===== config.mk =====
export PLATFORM = sky130hd
export DESIGN_NAME = ll1_expression_parser
export DESIGN_NICKNAME = d
export VERILOG_FILES = /design/src/rtl/ll1ep_pkg.sv /design/src/rtl/ll1ep_ram.sv /design/src/rtl/ll1ep_rule.sv /design/src/rtl/ll1_expression_parser.sv
export SDC_FILE = /design/constraint.sdc
export NUM_CORES = 1
export LEC_CHECK = 0
export BUFFER_PORTS_ARGS = -buffer_cell sky130_fd_sc_hd__buf_2
export CAP_MARGIN = 20
export CORE_MARGIN = 8
export CORE_UTILIZATION = 65
export CTS_CLUSTER_DIAMETER = 100
export DETAILED_ROUTE_END_ITERATION = 7
export HOLD_SLACK_MARGIN = 0.06
export PLACE_DENSITY = 0.82
export SLEW_MARGIN = 30
export SYNTH_ARGS = -nofsm -noshare
export SYNTH_HDL_FRONTEND = slang
export SYNTH_HIERARCHICAL = 1
export SYNTH_SLANG_ARGS = --single-unit

===== constraint.sdc =====
create_clock -name clk -period 12.3 [get_ports clk]
set_input_delay 1.845 -clock clk [delete_from_list [all_inputs] [get_ports clk]]
set_output_delay 1.845 -clock clk [all_outputs]
set_load 0.1 [all_outputs]

===== src/rtl/ll1ep_pkg.sv =====
// Shared types, symbol codes and grammar tables for the LL(1) expression parser.
// Used by ll1ep_rule and ll1_expression_parser; no dependencies.
package ll1ep_pkg;

    // Terminal and nonterminal symbol codes (4-bit stack entries)
    localparam logic [3:0] SYM_I   = 4'd0;
    localparam logic [3:0] SYM_N   = 4'd1;
    localparam logic [3:0] SYM_ADD = 4'd2;
    localparam logic [3:0] SYM_SUB = 4'd3;
    localparam logic [3:0] SYM_MUL = 4'd4;
    localparam logic [3:0] SYM_DIV = 4'd5;
    localparam logic [3:0] SYM_LP  = 4'd6;
    localparam logic [3:0] SYM_RP  = 4'd7;
    localparam logic [3:0] SYM_END = 4'd8;
    localparam logic [3:0] SYM_E   = 4'd9;
    localparam logic [3:0] SYM_A   = 4'd10;
    localparam logic [3:0] SYM_T   = 4'd11;
    localparam logic [3:0] SYM_B   = 4'd12;
    localparam logic [3:0] SYM_F   = 4'd13;
    localparam logic [3:0] CLS_BAD = 4'd15;

    // Production indexes in grammar order
    localparam logic [3:0] P_E_TA   = 4'd0;
    localparam logic [3:0] P_A_ADD  = 4'd1;
    localparam logic [3:0] P_A_SUB  = 4'd2;
    localparam logic [3:0] P_A_EPS  = 4'd3;
    localparam logic [3:0] P_T_FB   = 4'd4;
    localparam logic [3:0] P_B_MUL  = 4'd5;
    localparam logic [3:0] P_B_DIV  = 4'd6;
    localparam logic [3:0] P_B_EPS  = 4'd7;
    localparam logic [3:0] P_F_ID   = 4'd8;
    localparam logic [3:0] P_F_PAR  = 4'd9;
    localparam logic [3:0] P_F_NUM  = 4'd10;
    localparam logic [3:0] NO_PROD  = 4'd15;

    typedef enum logic [2:0] {
        EV_PROD     = 3'd0,
        EV_MATCH    = 3'd1,
        EV_ACCEPT   = 3'd2,
        EV_SYNTAX   = 3'd3,
        EV_ILLEGAL  = 3'd4,
        EV_OVERFLOW = 3'd5
    } event_t;

    typedef enum logic [2:0] {
        ST_IDLE,
        ST_EVAL,
        ST_READ,
        ST_WRITE,
        ST_FINISH
    } state_t;

    // Decision of one stack action, handed from the rule unit to the sequencer
    typedef struct packed {
        event_t     ev;
        logic [3:0] prod;
        logic [3:0] tcls;
        logic       stop;   // action ends the work on this word
        logic       pop;    // terminal on top is removed
        logic [1:0] len;    // symbols pushed by an expansion
        logic [3:0] sym0;   // push order: sym0 deepest
        logic [3:0] sym1;
        logic [3:0] sym2;
    } rule_t;

    // Map a character byte to its terminal class
    function automatic logic [3:0] classify(input logic [7:0] c);
        logic [3:0] r;
        r = CLS_BAD;
        if ((c >= 8'h41 && c <= 8'h5A) || (c >= 8'h61 && c <= 8'h7A))
            r = SYM_I;
        else if (c >= 8'h30 && c <= 8'h39)
            r = SYM_N;
        else
        begin
            unique case (c)
                8'h2B:   r = SYM_ADD;
                8'h2D:   r = SYM_SUB;
                8'h2A:   r = SYM_MUL;
                8'h2F:   r = SYM_DIV;
                8'h28:   r = SYM_LP;
                8'h29:   r = SYM_RP;
                8'h24:   r = SYM_END;
                default: r = CLS_BAD;
            endcase
        end
        return r;
    endfunction

    // Predictive parse table: nonterminal on top versus lookahead class
    function automatic logic [3:0] parse_lookup(input logic [3:0] nt, input logic [3:0] cls);
        logic [3:0] p;
        p = NO_PROD;
        unique case (nt)
            SYM_E:
            begin
                unique case (cls) inside
                    SYM_I, SYM_N, SYM_LP: p = P_E_TA;
                    default:              p = NO_PROD;
                endcase
            end
            SYM_A:
            begin
                unique case (cls) inside
                    SYM_ADD:          p = P_A_ADD;
                    SYM_SUB:          p = P_A_SUB;
                    SYM_RP, SYM_END:  p = P_A_EPS;
                    default:          p = NO_PROD;
                endcase
            end
            SYM_T:
            begin
                unique case (cls) inside
                    SYM_I, SYM_N, SYM_LP: p = P_T_FB;
                    default:              p = NO_PROD;
                endcase
            end
            SYM_B:
            begin
                unique case (cls) inside
                    SYM_MUL:                          p = P_B_MUL;
                    SYM_DIV:                          p = P_B_DIV;
                    SYM_ADD, SYM_SUB, SYM_RP, SYM_END: p = P_B_EPS;
                    default:                          p = NO_PROD;
                endcase
            end
            SYM_F:
            begin
                unique case (cls)
                    SYM_I:   p = P_F_ID;
                    SYM_N:   p = P_F_NUM;
                    SYM_LP:  p = P_F_PAR;
                    default: p = NO_PROD;
                endcase
            end
            default: p = NO_PROD;
        endcase
        return p;
    endfunction

    // Right-hand side length of a production
    function automatic logic [1:0] rhs_len(input logic [3:0] p);
        logic [1:0] n;
        unique case (p) inside
            P_E_TA, P_T_FB:                      n = 2'd2;
            P_A_ADD, P_A_SUB, P_B_MUL, P_B_DIV,
            P_F_PAR:                             n = 2'd3;
            P_F_ID, P_F_NUM:                     n = 2'd1;
            default:                             n = 2'd0;
        endcase
        return n;
    endfunction

    // Right-hand side symbols in push order, packed {sym2, sym1, sym0}
    function automatic logic [11:0] rhs_push(input logic [3:0] p);
        logic [11:0] s;
        unique case (p)
            P_E_TA:  s = {4'd0, SYM_T, SYM_A};
            P_A_ADD: s = {SYM_ADD, SYM_T, SYM_A};
            P_A_SUB: s = {SYM_SUB, SYM_T, SYM_A};
            P_T_FB:  s = {4'd0, SYM_F, SYM_B};
            P_B_MUL: s = {SYM_MUL, SYM_F, SYM_B};
            P_B_DIV: s = {SYM_DIV, SYM_F, SYM_B};
            P_F_ID:  s = {4'd0, 4'd0, SYM_I};
            P_F_PAR: s = {SYM_LP, SYM_E, SYM_RP};
            P_F_NUM: s = {4'd0, 4'd0, SYM_N};
            default: s = 12'd0;
        endcase
        return s;
    endfunction

endpackage


===== src/rtl/ll1ep_ram.sv =====
// Generic single-write, single-read RAM with registered read data.
// No dependencies; holds the symbol stack below its top entry.
module ll1ep_ram #(
    parameter int WIDTH = 4,
    parameter int DEPTH = 64
) (
    input  logic                     clk,
    input  logic                     we,
    input  logic [$clog2(DEPTH)-1:0] waddr,
    input  logic [WIDTH-1:0]         wdata,
    input  logic                     re,
    input  logic [$clog2(DEPTH)-1:0] raddr,
    output logic [WIDTH-1:0]         rdata
);

    logic [WIDTH-1:0] mem [DEPTH];
    logic [WIDTH-1:0] rdata_reg;

    // Write port and registered read port
    always_ff @(posedge clk)
    begin
        if (we)
            mem[waddr] <= wdata;
        if (re)
            rdata_reg <= mem[raddr];
    end

    assign rdata = rdata_reg;

endmodule


===== src/rtl/ll1ep_rule.sv =====
// Shared decision unit: one stack action from top symbol, lookahead and depth.
// Depends on ll1ep_pkg for symbol codes, grammar tables and rule_t.
module ll1ep_rule #(
    parameter int STACK_DEPTH = 64
) (
    input  logic [3:0]                       tos,
    input  logic [3:0]                       cls,
    input  logic [$clog2(STACK_DEPTH+1)-1:0] sp,
    output ll1ep_pkg::rule_t                 rule
);

    localparam int SP_W = $clog2(STACK_DEPTH + 1);

    logic [3:0]    prod;
    logic [1:0]    len;
    logic [11:0]   push;
    logic [SP_W:0] need;

    assign prod = ll1ep_pkg::parse_lookup(tos, cls);
    assign len  = ll1ep_pkg::rhs_len(prod);
    assign push = ll1ep_pkg::rhs_push(prod);
    // Entries in use after the expansion
    assign need = {1'b0, sp} - (SP_W+1)'(1) + (SP_W+1)'(len);

    // Pick the action in priority order
    always_comb
    begin
        rule      = '0;
        rule.ev   = ll1ep_pkg::EV_SYNTAX;
        rule.stop = 1'b1;
        rule.len  = len;
        rule.sym0 = push[3:0];
        rule.sym1 = push[7:4];
        rule.sym2 = push[11:8];
        if (sp == '0 || sp > SP_W'(STACK_DEPTH))
            rule.ev = ll1ep_pkg::EV_SYNTAX;
        else if (tos <= ll1ep_pkg::SYM_END)
        begin
            if (tos == cls)
            begin
                rule.pop  = 1'b1;
                rule.tcls = tos;
                rule.ev   = (tos == ll1ep_pkg::SYM_END) ? ll1ep_pkg::EV_ACCEPT
                                                        : ll1ep_pkg::EV_MATCH;
            end
        end
        else if (tos > ll1ep_pkg::SYM_F)
            rule.ev = ll1ep_pkg::EV_SYNTAX;
        else if (cls == ll1ep_pkg::CLS_BAD)
            rule.ev = ll1ep_pkg::EV_ILLEGAL;
        else if (prod == ll1ep_pkg::NO_PROD)
            rule.ev = ll1ep_pkg::EV_SYNTAX;
        else if (need > (SP_W+1)'(STACK_DEPTH))
            rule.ev = ll1ep_pkg::EV_OVERFLOW;
        else
        begin
            rule.ev   = ll1ep_pkg::EV_PROD;
            rule.prod = prod;
            rule.stop = 1'b0;
        end
    end

endmodule


===== src/rtl/ll1_expression_parser.sv =====
// LL(1) expression parser: one character word in, up to four event words out.
// Each stack action passes through the shared rule unit; a pop or a third pushed symbol adds
// a stack RAM access in ST_READ or ST_WRITE, and a parsed word ends in ST_FINISH. A word is
// taken only in ST_IDLE, so a new word waits until the last one is done; a word that comes
// after the parse is done is dropped there, and ST_EVAL holds while the output stalls.
// Reset: stack holds end marker and E, pointer 2, no parse done; stack RAM needs no clearing.
module ll1_expression_parser #(
    parameter int STACK_DEPTH = 64
) (
    input  logic        clk,
    input  logic        rst_n,
    input  logic        s_tvalid,
    output logic        s_tready,
    input  logic [7:0]  s_tdata,   // [7:0] ch
    input  logic        s_tlast,   // end_of_string
    output logic        m_tvalid,
    input  logic        m_tready,
    output logic [15:0] m_tdata,   // [2:0] event_res, [6:3] production, [10:7] terminal_class
    output logic        m_tlast    // last
);

    localparam int SP_W   = $clog2(STACK_DEPTH + 1);
    localparam int ADDR_W = $clog2(STACK_DEPTH);

    ll1ep_pkg::state_t state_reg, state_next;
    logic [SP_W-1:0]   sp_reg, sp_next;
    logic [3:0]        tos_reg, tos_next;
    logic              done_reg, done_next;
    logic [3:0]        cls_reg, cls_next;
    logic              eos_reg, eos_next;
    logic [1:0]        cnt_reg, cnt_next;
    logic              end_reg, end_next;
    logic              rd_zero_reg, rd_zero_next;
    logic [3:0]        wsym_reg, wsym_next;
    logic [ADDR_W-1:0] waddr_reg, waddr_next;

    logic              out_valid_reg, out_valid_next;
    ll1ep_pkg::event_t out_ev_reg, out_ev_next;
    logic [3:0]        out_prod_reg, out_prod_next;
    logic [3:0]        out_tcls_reg, out_tcls_next;
    logic              out_last_reg, out_last_next;
    logic              out_load;
    logic              out_free;

    ll1ep_pkg::rule_t  rule;
    logic              ram_we;
    logic [ADDR_W-1:0] ram_waddr;
    logic [3:0]        ram_wdata;
    logic              ram_re;
    logic [3:0]        ram_rdata;
    logic [SP_W-1:0]   sp_m1;
    logic [SP_W-1:0]   sp_m2;

    ll1ep_rule #(
        .STACK_DEPTH(STACK_DEPTH)
    ) u_rule (
        .tos  (tos_reg),
        .cls  (cls_reg),
        .sp   (sp_reg),
        .rule (rule)
    );

    ll1ep_ram #(
        .WIDTH(4),
        .DEPTH(STACK_DEPTH)
    ) u_stack (
        .clk   (clk),
        .we    (ram_we),
        .waddr (ram_waddr),
        .wdata (ram_wdata),
        .re    (ram_re),
        .raddr (sp_m2[ADDR_W-1:0]),
        .rdata (ram_rdata)
    );

    assign sp_m1    = sp_reg - SP_W'(1);
    assign sp_m2    = sp_reg - SP_W'(2);
    assign out_free = !out_valid_reg || m_tready;

    // State and control registers
    always_ff @(posedge clk or negedge rst_n)
    begin
        if (!rst_n)
        begin
            state_reg     <= ll1ep_pkg::ST_IDLE;
            sp_reg        <= SP_W'(2);
            tos_reg       <= ll1ep_pkg::SYM_E;
            done_reg      <= 1'b0;
            cnt_reg       <= '0;
            end_reg       <= 1'b0;
            out_valid_reg <= 1'b0;
        end
        else
        begin
            state_reg     <= state_next;
            sp_reg        <= sp_next;
            tos_reg       <= tos_next;
            done_reg      <= done_next;
            cnt_reg       <= cnt_next;
            end_reg       <= end_next;
            out_valid_reg <= out_valid_next;
        end
    end

    // Payload registers
    always_ff @(posedge clk)
    begin
        cls_reg      <= cls_next;
        eos_reg      <= eos_next;
        rd_zero_reg  <= rd_zero_next;
        wsym_reg     <= wsym_next;
        waddr_reg    <= waddr_next;
        out_ev_reg   <= out_ev_next;
        out_prod_reg <= out_prod_next;
        out_tcls_reg <= out_tcls_next;
        out_last_reg <= out_last_next;
    end

    // Sequencer: one stack action per visit to the rule unit
    always_comb
    begin
        state_next     = state_reg;
        sp_next        = sp_reg;
        tos_next       = tos_reg;
        done_next      = done_reg;
        cls_next       = cls_reg;
        eos_next       = eos_reg;
        cnt_next       = cnt_reg;
        end_next       = end_reg;
        rd_zero_next   = rd_zero_reg;
        wsym_next      = wsym_reg;
        waddr_next     = waddr_reg;
        out_valid_next = out_valid_reg && !m_tready;
        out_ev_next    = out_ev_reg;
        out_prod_next  = out_prod_reg;
        out_tcls_next  = out_tcls_reg;
        out_last_next  = out_last_reg;
        out_load       = 1'b0;
        ram_we         = 1'b0;
        ram_waddr      = sp_m1[ADDR_W-1:0];
        ram_wdata      = rule.sym0;
        ram_re         = 1'b0;
        s_tready       = (state_reg == ll1ep_pkg::ST_IDLE);

        unique case (state_reg)
            ll1ep_pkg::ST_IDLE:
            begin
                if (s_tvalid)
                begin
                    eos_next = s_tlast;
                    cls_next = s_tlast ? ll1ep_pkg::SYM_END : ll1ep_pkg::classify(s_tdata);
                    cnt_next = '0;
                    if (done_reg)
                    begin
                        // drop the word; an end word restarts the stack
                        if (s_tlast)
                        begin
                            sp_next   = SP_W'(2);
                            tos_next  = ll1ep_pkg::SYM_E;
                            done_next = 1'b0;
                        end
                    end
                    else
                        state_next = ll1ep_pkg::ST_EVAL;
                end
            end

            ll1ep_pkg::ST_EVAL:
            begin
                // hold until the output register can take the result
                if (out_free)
                begin
                    out_load       = 1'b1;
                    out_valid_next = 1'b1;
                    out_ev_next    = rule.ev;
                    out_prod_next  = rule.prod;
                    out_tcls_next  = rule.tcls;
                    out_last_next  = rule.stop || (cnt_reg == 2'd3);
                    if (rule.stop)
                    begin
                        if (rule.ev != ll1ep_pkg::EV_MATCH)
                            done_next = 1'b1;
                        if (rule.pop)
                            sp_next = sp_m1;
                        if (rule.ev == ll1ep_pkg::EV_MATCH)
                        begin
                            // fetch the entry below the matched terminal
                            ram_re       = 1'b1;
                            rd_zero_next = (sp_reg == SP_W'(2));
                            end_next     = 1'b1;
                            state_next   = ll1ep_pkg::ST_READ;
                        end
                        else
                            state_next = ll1ep_pkg::ST_FINISH;
                    end
                    else
                    begin
                        cnt_next = cnt_reg + 2'd1;
                        end_next = (cnt_reg == 2'd3);
                        case (rule.len)
                            2'd0:
                            begin
                                sp_next      = sp_m1;
                                ram_re       = 1'b1;
                                rd_zero_next = (sp_reg == SP_W'(2));
                                state_next   = ll1ep_pkg::ST_READ;
                            end
                            2'd1:
                            begin
                                tos_next   = rule.sym0;
                                state_next = (cnt_reg == 2'd3) ? ll1ep_pkg::ST_FINISH
                                                               : ll1ep_pkg::ST_EVAL;
                            end
                            2'd2:
                            begin
                                tos_next   = rule.sym1;
                                ram_we     = 1'b1;
                                sp_next    = sp_reg + SP_W'(1);
                                state_next = (cnt_reg == 2'd3) ? ll1ep_pkg::ST_FINISH
                                                               : ll1ep_pkg::ST_EVAL;
                            end
                            default:
                            begin
                                tos_next   = rule.sym2;
                                ram_we     = 1'b1;
                                wsym_next  = rule.sym1;
                                waddr_next = sp_reg[ADDR_W-1:0];
                                sp_next    = sp_reg + SP_W'(2);
                                state_next = ll1ep_pkg::ST_WRITE;
                            end
                        endcase
                    end
                end
            end

            ll1ep_pkg::ST_READ:
            begin
                // bottom entry is always the end marker and never stored
                tos_next   = rd_zero_reg ? ll1ep_pkg::SYM_END : ram_rdata;
                state_next = end_reg ? ll1ep_pkg::ST_FINISH : ll1ep_pkg::ST_EVAL;
            end

            ll1ep_pkg::ST_WRITE:
            begin
                ram_we     = 1'b1;
                ram_waddr  = waddr_reg;
                ram_wdata  = wsym_reg;
                state_next = end_reg ? ll1ep_pkg::ST_FINISH : ll1ep_pkg::ST_EVAL;
            end

            ll1ep_pkg::ST_FINISH:
            begin
                if (eos_reg)
                begin
                    sp_next   = SP_W'(2);
                    tos_next  = ll1ep_pkg::SYM_E;
                    done_next = 1'b0;
                end
                state_next = ll1ep_pkg::ST_IDLE;
            end

            default: state_next = ll1ep_pkg::ST_IDLE;
        endcase
    end

    assign m_tvalid = out_valid_reg;
    assign m_tdata  = {5'd0, out_tcls_reg, out_prod_reg, out_ev_reg};
    assign m_tlast  = out_last_reg;

    // Stack pointer never passes the stack depth
    assert property (@(posedge clk) disable iff (!rst_n) sp_reg <= SP_W'(STACK_DEPTH))
        else $error("stack pointer beyond depth");

    // No further result word for the same input once the final one is loaded
    assert property (@(posedge clk) disable iff (!rst_n)
        out_load && out_last_next |=> state_reg != ll1ep_pkg::ST_EVAL)
        else $error("result produced after final word");

    // An end word dropped while done restarts the stack
    assert property (@(posedge clk) disable iff (!rst_n)
        s_tvalid && s_tready && s_tlast && done_reg
        |=> sp_reg == SP_W'(2) && tos_reg == ll1ep_pkg::SYM_E && !done_reg)
        else $error("stack not restarted by end word");

endmodule

Word level (Yosys, flattened, before mapping) --
Memory sizes are Yosys's and may differ from the RTL's. A register that Yosys moved wholly into a read port is not among the register bits. Cells that the tools add are included.
Storage, ports and cells: bits in writable memories 256, memories kept 2, ROM bits 176, register bits after elaboration 47, bits of input ports 13, word-level logic and storage cells 224, output and inout port bits 19
Operators by class: reduce and logical (&&, ||, !) cells 43, equal/unequal tests 55, bitwise gates (word level) 4, magnitude comparators 10, add/subtract/negate cells 7, mux-type cells 85
Memory list:
- u_stack.mem | words 64, bits a word 4, read ports 1, clocked after Yosys merged registers in 1, write ports 1, line ll1ep_ram.sv:16 | logic [WIDTH-1:0] mem [DEPTH];
- (name not given) | words 16, bits a word 11, read ports 1, clocked after Yosys merged registers in 0, write ports 0, line ll1ep_pkg.sv:157 | unique case (p)
Operators by type and width (number):
- == test 8 x 6 -> 1 bit, second input constant | 7
- 2-to-1 mux 7 bit | 7
- == test 4 bit, second input constant | 12
- 2-to-1 mux 4 bit | 12
- 2-to-1 mux 3 bit | 14
- case mux 7 bit (3 select lines) | 2
- case mux 4 bit (3 select lines) | 3
- 2-to-1 mux 1 bit | 31
- == test 4 x 3 -> 1 bit, second input constant | 7
- case mux 4 bit (7 select lines) | 1
- case mux 4 bit (5 select lines) | 1
- case mux 3 bit (3 select lines) | 2
- greater-or-equal comparator 8 x 7 -> 1 bit, second input constant | 2
- less-or-equal comparator 8 x 7 -> 1 bit, second input constant | 2
- != test 2 bit, second input constant | 8
- case mux 4 bit (4 select lines) | 1
- AND reduction 8 bit | 2
- OR reduction 2 bit | 7
- == test 4 x 2 -> 1 bit, second input constant | 3
- AND reduction 4 bit | 3
- OR reduction 3 bit | 4
- 2-to-1 mux 2 bit | 5
- adder 8 x 2 -> 8 bit | 1
- == test 4 x 1 -> 1 bit, second input constant | 2
- other kinds (45) | 65

Logic depth before layout (Yosys ltp) --
Gate-level depths: netlist of run 1.
depth after elaboration 20, depth in mapped cells 28, mapped depth without buffers 25

Hierarchy --
Netlist of run 1, hierarchy kept.
By module, submodules not included:
- ll1ep_ram | cells an instance 529, area each 10396.2 um^2, times used 1, sequential area each 7807.5 um^2
- ll1_expression_parser | cells an instance 306, area each 2960.3 um^2, times used 1, sequential area each 1320.0 um^2
- ll1ep_rule | cells an instance 162, area each 1139.8 um^2, times used 1, sequential area each 0.0 um^2

Worst setup path after synthesis of run 1 --
No wires, ideal clock.
kind register to register, start point register tos_reg[3], end point memory u_stack.mem[27][0] (enable), path buffers 4, cell stages (with the launch flop) 28, data arrival time 5.685 ns, setup slack 6.285 ns, clock period less this slack 6.015 ns, library setup time 0.330 ns, data required time 11.970 ns, cells stage by stage dfstp_2 buf_2 nand4_2 o2111ai_1 a21oi_1 o21ai_0 inv_1 ha_1 o21ai_1 a21o_1 ha_1 inv_1 ha_1 inv_1 fa_1 o21bai_1 a21oi_1 o21ai_1 xnor2_1 a31o_2 or3_1 buf_2 o41ai_1 clkbuf_1 inv_1 or2_2 clkbuf_1 nor2_1
RTL lines:
- start: declaration | line ll1_expression_parser.sv:27 | logic [3:0] tos_reg, tos_next;
- start signal: assignment | line ll1_expression_parser.sv:87 | tos_reg <= ll1ep_pkg::SYM_E;
- start signal: assignment | line ll1_expression_parser.sv:97 | tos_reg <= tos_next;
- end: declaration | line ll1ep_ram.sv:16

==> results of run 1 <==
-- layer usage --
layer  track usage, %  up-vias
met5                0        -
met4             7.79        0
met3             3.99       90
met2             38.7      485
met1             32.3     4429
li1                 -     3854
-- worst min-delay path, stage by stage (launching register included) --
cell     delay [ns]
dfrtp_1        0.38
nand2_1        0.06
a21oi_1        0.06
-- cell type report --
class                      instances  area, um^2  share of cell area (%)
inverter                          39         146                   0.933
multi-input combinational        588        4860                    31.0
timing repair buffer              36         205                    1.31
clock buffer                      36         762                    4.86
tap                              280         350                    2.23
clock inverter                    16         231                    1.48
sequential                       307        9130                    58.2
-- cell usage in the layout, fill, tap and decap left out, types with 23 or more instances in the layout --
cell,count
edfxtp_1,288
a21oi_1,36
clkbuf_16,29
ha_1,26
inv_1,36
nand2_1,45
buf_2,26
nor3_1,23
mux4_2,56
nor2_1,106
-- cells in the mapped netlist, types with 4 or more instances --
cell type / count
nand3b_1: 7
a22oi_1: 14
and3_1: 7
buf_2: 20
and2_1: 7
o221ai_1: 5
nor3_1: 23
o31ai_1: 4
o22ai_1: 12
nand3_1: 15
a22o_1: 6
nor3b_1: 4
dfrtp_1: 16
or2_2: 7
mux4_1: 8
nand2b_1: 11
o2111ai_1: 4
xor2_1: 13
o21ai_1: 12
clkbuf_1: 26
mux2_2: 8
mux4_2: 56
buf_4: 12
nor2b_1: 14
or2_1: 5
a211oi_1: 5
nor2_1: 106
o21ai_0: 15
edfxtp_1: 288
a21oi_1: 36
nand2_1: 45
ha_1: 26
o21bai_1: 4
a31oi_1: 6
nand4_1: 8
mux2i_1: 8
inv_1: 37
or3_1: 8
xnor2_1: 9
-- cells by family after synthesis --
| logic type | count (synthesis) | share of synthesized area, % |
|---|---|---|
| AO/OA/AOI/OAI | 162 | 7.95 |
| XOR/XNOR | 22 | 1.33 |
| adder cells (fa/ha/maj) | 27 | 2.38 |
| buffers and inverters | 106 | 3.62 |
| flip-flops | 307 | 63.0 |
| multiplexers | 81 | 11.4 |
| other | 2 | 0.0518 |
| AND/OR/NAND/NOR | 290 | 10.3 |
-- path summary, 6_finish.rpt --
path | startpoint | endpoint | slack [ns]
max | tos_reg[3]$_DFFE_PN1P_ | u_stack/mem[23][2]$_DFFE_PP_ | 5.54
min | end_reg$_DFFE_PN0P_ | state_reg[2]$_DFFE_PN0P_ | 0.54
max reg2reg | tos_reg[3]$_DFFE_PN1P_ | u_stack/mem[23][2]$_DFFE_PP_ | 5.54
min reg2reg | end_reg$_DFFE_PN0P_ | state_reg[2]$_DFFE_PN0P_ | 0.54
max in group asynchronous | rst_n | sp_reg[0]$_DFFE_PN0P_ | 10.67
min in group asynchronous | rst_n | sp_reg[4]$_DFFE_PN0P_ | 1.25
-- stage by stage --
| stage | total power [uW] | instances | setup slack (ns) |
|---|---|---|---|
| 6_report | 3930 | 1302 | 5.54 |
| 5_1_grt | 4100 | 1302 | 5.20 |
| 4_1_cts | 3910 | 1302 | 5.58 |
| 3_5_place_dp | 2970 | 1250 | 5.67 |
| 3_3_place_gp | 2940 | 1250 | 5.89 |
| 2_1_floorplan | 2600 | 1001 | 6.29 |
-- where the power goes --
group / leakage, uW / internal, uW / switching (uW)
logic: 0.00188 / 593 / 1060
registers: 0.00293 / 1230 / 115
clock network: 0.000485 / 548 / 383
total: 0.00529 / 2380 / 1560
==> results_dict.tcl, run 1 <==
set metrics [dict create \
    fp.dieH_um 165 \
    crit_path_cell_trace "and4bb_4, nand2_1, o2111ai_1, a21oi_1, o21ai_0, inv_1, ha_1, o21ai_1, a21o_1, ha_1, inv_1, ha_1, inv_1, fa_1, o21bai_1, a21oi_1, o21ai_1, xnor2_1, a31o_2, or3_1, o41ai_1, buf_4, nand4_1, nor2_1" \
    largest_reg_flops 256 \
    grt.total_usage_pct 23.7 \
    routed_via_density 6.80 \
    io_buffers 26 \
    cts_tree "built" \
    crit_type "flip-flop to flip-flop" \
    cts_hold_buf 0 \
    drc_errors 0 \
    cpMaxStageDelayCell "dfstp_2" \
    cap_viol_max_count 0 \
    crit_buf_inv 4 \
    root_buffer "clkbuf_16" \
    drive_gt1_share_pct 17.1 \
    dp_hpwl_mm 20.7 \
    yosysTopAreaCell "edfxtp_1" \
    worst-slew-pin-transition_ns 0.942 \
    powerDensity_nw_per_um2 251 \
    highest_layer "met4" \
    slew_headroom_pct 36.9 \
    wl_met3_mm 2.80 \
    routed_wl_mm 31.8 \
    fin_worst_skew_ns 0.00965 \
    die_area_um2 27300 \
    cp_top_family "compound AO/OA/AOI/OAI gates" \
    synth_edf_count 288 \
    cts_made_buffers 29 \
    cp_max_fo 15 \
    grt_pass1_vias 8638 \
    clockBufferDepth 3 \
    utilization_pct 71.7 \
    synth_ff_type "edfxtp_1" \
    final_hold_viol_count 0 \
    min_period_ns 6.76 \
    rsz0062_at_grt "no" \
    r2r_cells 24 \
    pin_count 32 \
    syn_to_final_growth_pct 8.21 \
    max_stage_delay_ns 0.67 \
    clock_sinks 307 \
    yosysSeqAreaShare_pct 63.0 \
    place_area_um2 14700 \
    crit_arrival_ns 6.98 \
    final_area_um2 15700 \
    fin_tns_setup_ns 0 \
    wirelength_met1_mm 12.4 \
    critPathLaunchType "flip-flop" \
    peakVddDrop_mv 0.184 \
    syn-instance-count 997 \
    insertion_delay_ns 0.56 \
    worstHoldPathType "flip-flop to flip-flop" \
    clk_pin_slew_ns 0.07 \
    finalSetupViolCount 0 \
    fin_crit_sh_pct 55.0 \
    ys_ff_latch 307 \
    yosys_warnings 6 \
    num_rows 54 \
    end_kind "flip-flop" \
    status "completed" \
    dr.pass1.iters 7 \
    grt_max_degree 65 \
    gr-total-overflow 0 \
    hold_slack_ns 0.535 \
    ant_nets 0 \
    ys_types 95 \
    mappedNetlistArea_um2 14500 \
    finalMaxSlewViolations 0 \
    post_cts_buffers 0 \
    gp_congestion 0.887 \
    ctsResizeCount 0 \
    async_flop_share_pct 6.19 \
    fmax_ghz 0.148 \
    synth_area_leaders "edfxtp_1 60%, mux4_2 8.7%, dfrtp_1 2.8%" \
    start_util_pct 66.2 \
    drtIter0Drc 1082 \
    grt_pass1_wl_mm 49.5 \
    dieWidth_um 165 \
    wl_per_cell_um 24.4 \
    coreArea_um2 21900 \
    fillers 1346 \
    fin_nets 1041 \
    synth_top_area_share_pct 59.7 \
    leakage_uw 0.00529 \
    wl_met2_mm 15.6 \
    antenna_found_initial 0 \
    syn_area_per_cell_um2 14.5 \
    required_ns 12.52 \
    htree_levels 1 \
    num_antenna_cells 0 \
    hold_depth 2 \
    cp_num_cells 24 \
    vias 8858 \
]
Note: power is estimated with default switching activity, not from simulation.
==> inputs of run 2 (changes only) <==
- ABC_AREA: default -> 1
- CORE_UTILIZATION: 65 -> 63
- PLACE_DENSITY: 0.82 -> 0.8
- clock period: 12.3 -> 6.68 ns (I/O delays scaled with it)
==> results_dict.tcl, run 2 <==
set metrics [dict create \
    powerDensity_nw_per_um2 519 \
    grt_pass1_vias 10700 \
    gr-total-overflow 0 \
    synth_compound_area_share_pct 2.91 \
    cp_top_family "simple AND/OR/NAND/NOR gates" \
    num_antenna_cells 0 \
    grt.total_usage_pct 23.6 \
    syn-instance-count 1593 \
    antenna_found_initial 0 \
    synthAdderAreaFrac_pct 2.27 \
    final_hold_viol_count 0 \
    fin_tns_setup_ns 0 \
    p_comb_share_pct 48.6 \
    cap_viol_max_count 0 \
    htree_levels 1 \
    leakage_uw 0.00640 \
    fmax_ghz 0.165 \
    synth_area_leaders "edfxtp_1 57%, nand2_1 12%, nand3_1 9.1%" \
    yosys.cell_count.top_type "nand2_1" \
    vias 11200 \
    dp_hpwl_mm 22.2 \
    slew_headroom_pct 28.3 \
    grt_max_degree 129 \
    ys_ff_latch 307 \
    cpMaxStageDelayCell "nor3_1" \
    routed_wl_mm 34.3 \
    gp_congestion 0.906 \
    status "completed" \
    hold_slack_ns 0.391 \
    drive_gt1_share_pct 10.3 \
    worstHoldPathType "input pin to async pin" \
    crit_type "flip-flop to flip-flop" \
    finalSetupViolCount 0 \
    switching_power_uw 3900 \
    internal-power_uw 4570 \
    cts_hold_buf 0 \
    wl_per_cell_um 17.7 \
    synth_top_area_share_pct 57.0 \
    required_ns 6.87 \
    yosysTopAreaCell "edfxtp_1" \
    synthXorXnorAreaFrac_pct 0.462 \
    fp.dieH_um 171 \
    min_period_ns 6.05 \
    ys_types 47 \
    cp-startpoint "cls_reg[3]$_SDFFCE_PP1P_" \
    synth_mux_area_share_pct 0.0742 \
    synth_ff_type "edfxtp_1" \
    drtIter0Drc 1370 \
    clockPowerShare_pct 18.7 \
    max_stage_delay_ns 0.55 \
    largest_reg_flops 256 \
    io_buffers 26 \
    synth-simple-area-share_pct 27.7 \
    synth_top_family_by_area "simple AND/OR/NAND/NOR gates" \
    cp_max_fo 15 \
    pin_count 32 \
    crit_buf_inv 7 \
    syn_area_per_cell_um2 9.53 \
    drc_errors 0 \
    peakVddDrop_mv 0.446 \
    synth_edf_count 288 \
    power.share.sequential_pct 32.8 \
    worst-slew-pin-transition_ns 1.06 \
    insertion_delay_ns 0.57 \
    yosysSeqAreaShare_pct 60.1 \
    clk_pin_slew_ns 0.06 \
    rsz0062_at_grt "no" \
    crit_path_frequent_cell "nand2_1" \
    fin_crit_sh_pct 90.6 \
    async_flop_share_pct 6.19 \
    dieWidth_um 171 \
    cts_tree "built" \
    dr.pass1.iters 6 \
    root_buffer "clkbuf_16" \
    routed_via_density 5.76 \
    clock_sinks 307 \
    cts_made_buffers 30 \
    netlist_top_cells_count "473 x nand2_1, 288 x edfxtp_1, 276 x nand3_1" \
    critPathLaunchType "flip-flop" \
    grt_pass1_wl_mm 54.5 \
    die_area_um2 29300 \
    mappedNetlistArea_um2 15200 \
    coreArea_um2 24000 \
    utilization_pct 68.1 \
    start_util_pct 63.4 \
    ant_nets 0 \
    clockBufferDepth 3 \
    syn_to_final_growth_pct 7.51 \
    num_rows 57 \
    fin_worst_skew_ns 0.0238 \
    yosys_warnings 6 \
    final_cell_mix "469 x nand2_1, 288 x edfxtp_1, 274 x nand3_1" \
    switching_share_pct 46.1 \
    fin_nets 1634 \
    reg2reg_from "cls_reg[3]$_SDFFCE_PP1P_" \
    crit_arrival_ns 6.24 \
    finalMaxSlewViolations 0 \
    final_common_cell "nand2_1" \
    end_kind "flip-flop" \
]
[run 2: changes by cell type after synthesis, moves of 20 or more]
cell	before	now
o21ai_0	15	35
inv_1	37	103
nand2_1	45	473
nor2_1	106	160
nand3_1	15	276
mux4_2	56	0
[run 2: kinds of logic after synthesis]
group | after synthesis
simple gates | 979
xor+xnor | 8
mux | 1
flops | 307
other cells | 2
fa+ha+maj | 27
compound gates | 78
buf+inv | 191
[run 2: final timing paths]
path	to	slack (ns)	cells after the start
worst max-delay path	u_stack/mem[61][2]$_DFFE_PP_	0.63	32
worst min-delay path	m_tvalid$_DFF_PN0_	0.39	1
worst max register to register	u_stack/mem[61][2]$_DFFE_PP_	0.63	32
worst min register to register	tos_reg[0]$_DFFE_PN1P_	0.52	2
max in group asynchronous	sp_reg[0]$_DFFE_PN0P_	5.91	1
min in group clk	tos_reg[0]$_DFFE_PN1P_	0.52	2
[run 2: what timing repair did]
action / CTS / global route
resized for setup: 0 / 24
hold endpoints to repair: 0 / 0
setup endpoints to repair: 0 / 115
buffers inserted: 0 / 0
[run 2: power by group through the flow]
stage / Combinational, uW / Clock [uW] / Sequential, uW
floorplan: 2850 / 0 / 2940
global placement: 3970 / 0 / 2810
detailed placement: 4000 / 0 / 2810
CTS: 4030 / 1600 / 2770
global route: 4520 / 1670 / 2800
finish: 4110 / 1580 / 2780
[run 2: area by class of cell]
| cell class | count | area (um^2) |
|---|---|---|
| clock buffer | 41 | 812 |
| multi-input combinational | 1099 | 5190 |
| tap | 324 | 405 |
| sequential | 307 | 9130 |
| fill | 1868 | 7640 |
| inverter | 120 | 458 |
| timing repair buffer | 36 | 209 |
| clock inverter | 12 | 118 |
[run 2: routing by layer]
layer	GRT usage, %	up-vias	share of wire [%]	routed length, um
met5	0	-	0	0
met4	8.92	0	2.7	939
met3	3.63	78	7.8	2680
met2	39.5	495	48	16600
met1	30.9	5231	41	14100
li1	-	5364	-	-
[run 2: stage by stage]
step	power [uW]	instances	setup WS, ns	area (um^2)
6_report	8470	1939	0.628	16300
5_1_grt	8980	1939	0.0839	16300
4_1_cts	8400	1939	0.566	16300
3_5_place_dp	6820	1886	0.572	15300
3_3_place_gp	6780	1886	0.782	15300
2_1_floorplan	5790	1597	1.40	15200
